`config.mk`:
```
export PLATFORM = sky130hd
export DESIGN_NAME = rta_mac
export DESIGN_NICKNAME = d
export VERILOG_FILES = /design/src/design/rta_pkg.sv /design/src/design/rta_mac.sv
export SDC_FILE = /design/constraint.sdc
export NUM_CORES = 2
export LEC_CHECK = 0
export ABC_AREA = 1
export BUFFER_PORTS_ARGS = -buffer_cell sky130_fd_sc_hd__buf_2
export CORE_MARGIN = 3
export CORE_UTILIZATION = 45
export DETAILED_ROUTE_END_ITERATION = 8
export SYNTH_ARGS = -nofsm -noshare
export SYNTH_HDL_FRONTEND = slang
export SYNTH_SLANG_ARGS = --single-unit
```
`constraint.sdc`:
```
create_clock -name vclk -period 11.2
set_input_delay 1.68 -clock vclk [all_inputs]
set_output_delay 1.68 -clock vclk [all_outputs]
set_load 0.01 [all_outputs]
```
`src/design/rta_pkg.sv`:
```
// shared types and constants for the ray transport accumulator
package rta_pkg;

    typedef logic [1:0]  mode_t;
    typedef logic [16:0] trans_t;
    typedef logic [31:0] emit_t;

    localparam mode_t  MODE_EMIT  = 2'd0;
    localparam mode_t  MODE_TRANS = 2'd1;
    localparam mode_t  MODE_BOTH  = 2'd2;

    localparam logic   REG_MODE   = 1'b0;

    localparam trans_t ONE_Q16    = 17'd65536;
    localparam emit_t  SAT32      = 32'hFFFF_FFFF;

endpackage

```
`src/design/rta_mac.sv`:
```
// per-group transmission and emission update, one segment per cycle
module rta_mac
    import rta_pkg::*;
(
    input  mode_t  mode,
    input  trans_t base_tr,
    input  emit_t  base_em,
    input  trans_t t,
    input  emit_t  s,
    output trans_t tr_new,
    output emit_t  em_new
);

    logic [33:0] tr_prod;
    logic [48:0] em_prod;
    logic [32:0] em_scaled;
    logic [33:0] em_sum_w;
    logic [33:0] em_sum_p;

    always_comb
    begin
        tr_prod   = {17'd0, base_tr} * {17'd0, t};
        em_prod   = {17'd0, base_em} * {32'd0, t};
        em_scaled = em_prod[48:16];
        em_sum_w  = {1'b0, em_scaled} + {2'd0, s};
        em_sum_p  = {2'd0, base_em} + {2'd0, s};
        tr_new    = tr_prod[32:16];
        case (mode)
            MODE_EMIT:
            begin
                em_new = (em_sum_p > {2'd0, SAT32}) ? SAT32 : em_sum_p[31:0];
            end
            MODE_TRANS:
            begin
                em_new = base_em;
            end
            default:
            begin
                em_new = (em_sum_w > {2'd0, SAT32}) ? SAT32 : em_sum_w[31:0];
            end
        endcase
    end

endmodule

```
==> flow_metrics.env <==
export IMPL_outcome="finished clean"
export IMPL_fin_crit_sh_pct=96.83
export IMPL_antenna_found_initial=0
export IMPL_drt_pass1_iterations=5
export IMPL_fmax_ghz=0.09221
export IMPL_dieArea_um2=74380
export IMPL_cts_hold_buffers=0
export IMPL_finalSetupTns_ns=0
export IMPL_die_height_um=272.7
export IMPL_vias=28170
export IMPL_rows=97
export IMPL_rsz0062_at_grt="yes"
export IMPL_initial_core_util_pct=45.56
export IMPL_critical_path_arrival_ns=9.16
export IMPL_drv_slew=0
export IMPL_cpPeakStageDelay_ns=0.52
export IMPL_tightest_slew_ns=0.7970
export IMPL_drt_iter0_drc=1648
export IMPL_maxCapViolations=0
export IMPL_synth_top_area_cell="fa_1"
export IMPL_synth_seq_area_share_pct=0
export IMPL_grt_total_usage_pct=26.43
export IMPL_syn2layout_area_growth_pct=9.646
export IMPL_ys_warn_count=0
export IMPL_final_hold_viol_count=0
export IMPL_numPortBuffers=149
export IMPL_synth_most_common_cell="nand2_1"
export IMPL_synth_nets=5546
export IMPL_clock_buffers=0
export IMPL_drive_above_1_share_pct=10.05
export IMPL_synth_area_leaders="fa_1, nand2_1, inv_1, ha_1, a21oi_1"
export IMPL_design_seq_count=0
export IMPL_drc=0
export IMPL_routed_wl_um=98430
export IMPL_slew_limit_headroom_pct=46.87
export IMPL_grt_ovfl_total=0
export IMPL_antenna_left=0
export IMPL_hold_path_class="in2out"
export IMPL_hpwlAfterDp_um=82130
export IMPL_grt_first_pass_wirelength_um=156900
export IMPL_nets=5679
export IMPL_seqCellArea_um2=0
export IMPL_cp_slowest_cell="fa_1"
export IMPL_gp_congestion=0.9811
export IMPL_dp_cells=5548
export IMPL_core_area_um2=70270
export IMPL_die_w_um=272.7
export IMPL_syn_area_per_cell_um2=7.136
export IMPL_ios=149
export IMPL_yosys_top_cells_count="nand2_1, inv_1, fa_1"
export IMPL_cp_common_cell="nand2_1"
export IMPL_cp_max_fo=9
export IMPL_synth_cells=4486
export IMPL_grt_pass1_vias=29180
export IMPL_final_area_um2=35100
export IMPL_end_kind="output pin"
export IMPL_grt_max_degree=42
export IMPL_critPathRequiredTime_ns=9.52
export IMPL_insertedDiodeCount=0
export IMPL_period_minus_slack_ns=10.84
export IMPL_finalHoldWorstSlack_ns=3.896
export IMPL_finalNonFillerCells=5557
export IMPL_final_setup_viol_count=0
export IMPL_crit_type="in2out"
export IMPL_viasPerCell=5.069
export IMPL_yosys_area_top_type_share_pct=41.90
export IMPL_ys_types=51
export IMPL_startpoint_type="primary input"
export IMPL_placed_area_um2=34530
export IMPL_wl_per_cell_um=17.71
export IMPL_netlist_area_um2=32010
## worst paths after layout
path	start	end	slack [ns]	cells past startpoint
min	base_em[7]	em_new[7]	3.90	4
max	t[5]	em_new[15]	0.36	41
## area by class of cell
| type | instances | area [µm²] |
|---|---|---|
| well taps | 940 | 1176 |
| fillers | 7202 | 35170 |
| repair buffers | 330 | 2447 |
| multi-input cells | 3073 | 26920 |
| inverters | 1214 | 4557 |
## cells in the final DEF (no fill, tap or decap), types with 13 or more instances in the layout
cell type,count
a21boi_0,16
a21o_1,13
a21oi_1,161
a22oi_1,19
buf_2,121
buf_4,165
buf_6,14
clkbuf_4,14
fa_1,669
ha_1,277
inv_1,1201
nand2_1,1293
nand2_2,47
nand3_1,69
nand4_1,18
nor2_1,154
nor2_2,13
nor3_1,25
o21ai_0,72
o21bai_1,17
xnor2_1,42
xor2_1,47
## repair_timing
action,in CTS,in global routing
gates cloned,0,4
pin swaps,0,9
buffers inserted,0,5
resized for setup,13,100
endpoints found under the setup margin,32,32
## stage by stage
| step | utilization (%) | setup WS (ns) |
|---|---|---|
| floorplan | - | 1.114 |
| global placement | 49.14 | -0.1780 |
| detailed placement | 49.14 | -0.2011 |
| CTS | 49.20 | 0.001000 |
| global route | 49.95 | -0.01265 |
| finish | 49.95 | 0.3552 |
## cell families after synthesis
group | Yosys count | synth area share, %
compound gates | 352 | 6.296
xor+xnor | 99 | 2.732
fa+ha+maj | 960 | 53.23
buf+inv | 1413 | 16.84
simple gates | 1662 | 20.90
## critical path: cells and delay by family
family | cells | cell delay, ns
buf+inv | 12 | 1.35
compound gates | 4 | 0.60
xor+xnor | 1 | 0.25
simple gates | 16 | 1.58
fa+ha+maj | 8 | 3.68
## routing by layer
metal,track usage (%),part of all wire [%]
met5,0,0
met2,47.24,49
met3,1.185,5.3
met1,36.06,43
met4,4.533,2.2
Power is left out: the tool's default activity adds up to more than one toggle a clock period on the data nets, which glitch-free logic cannot reach.
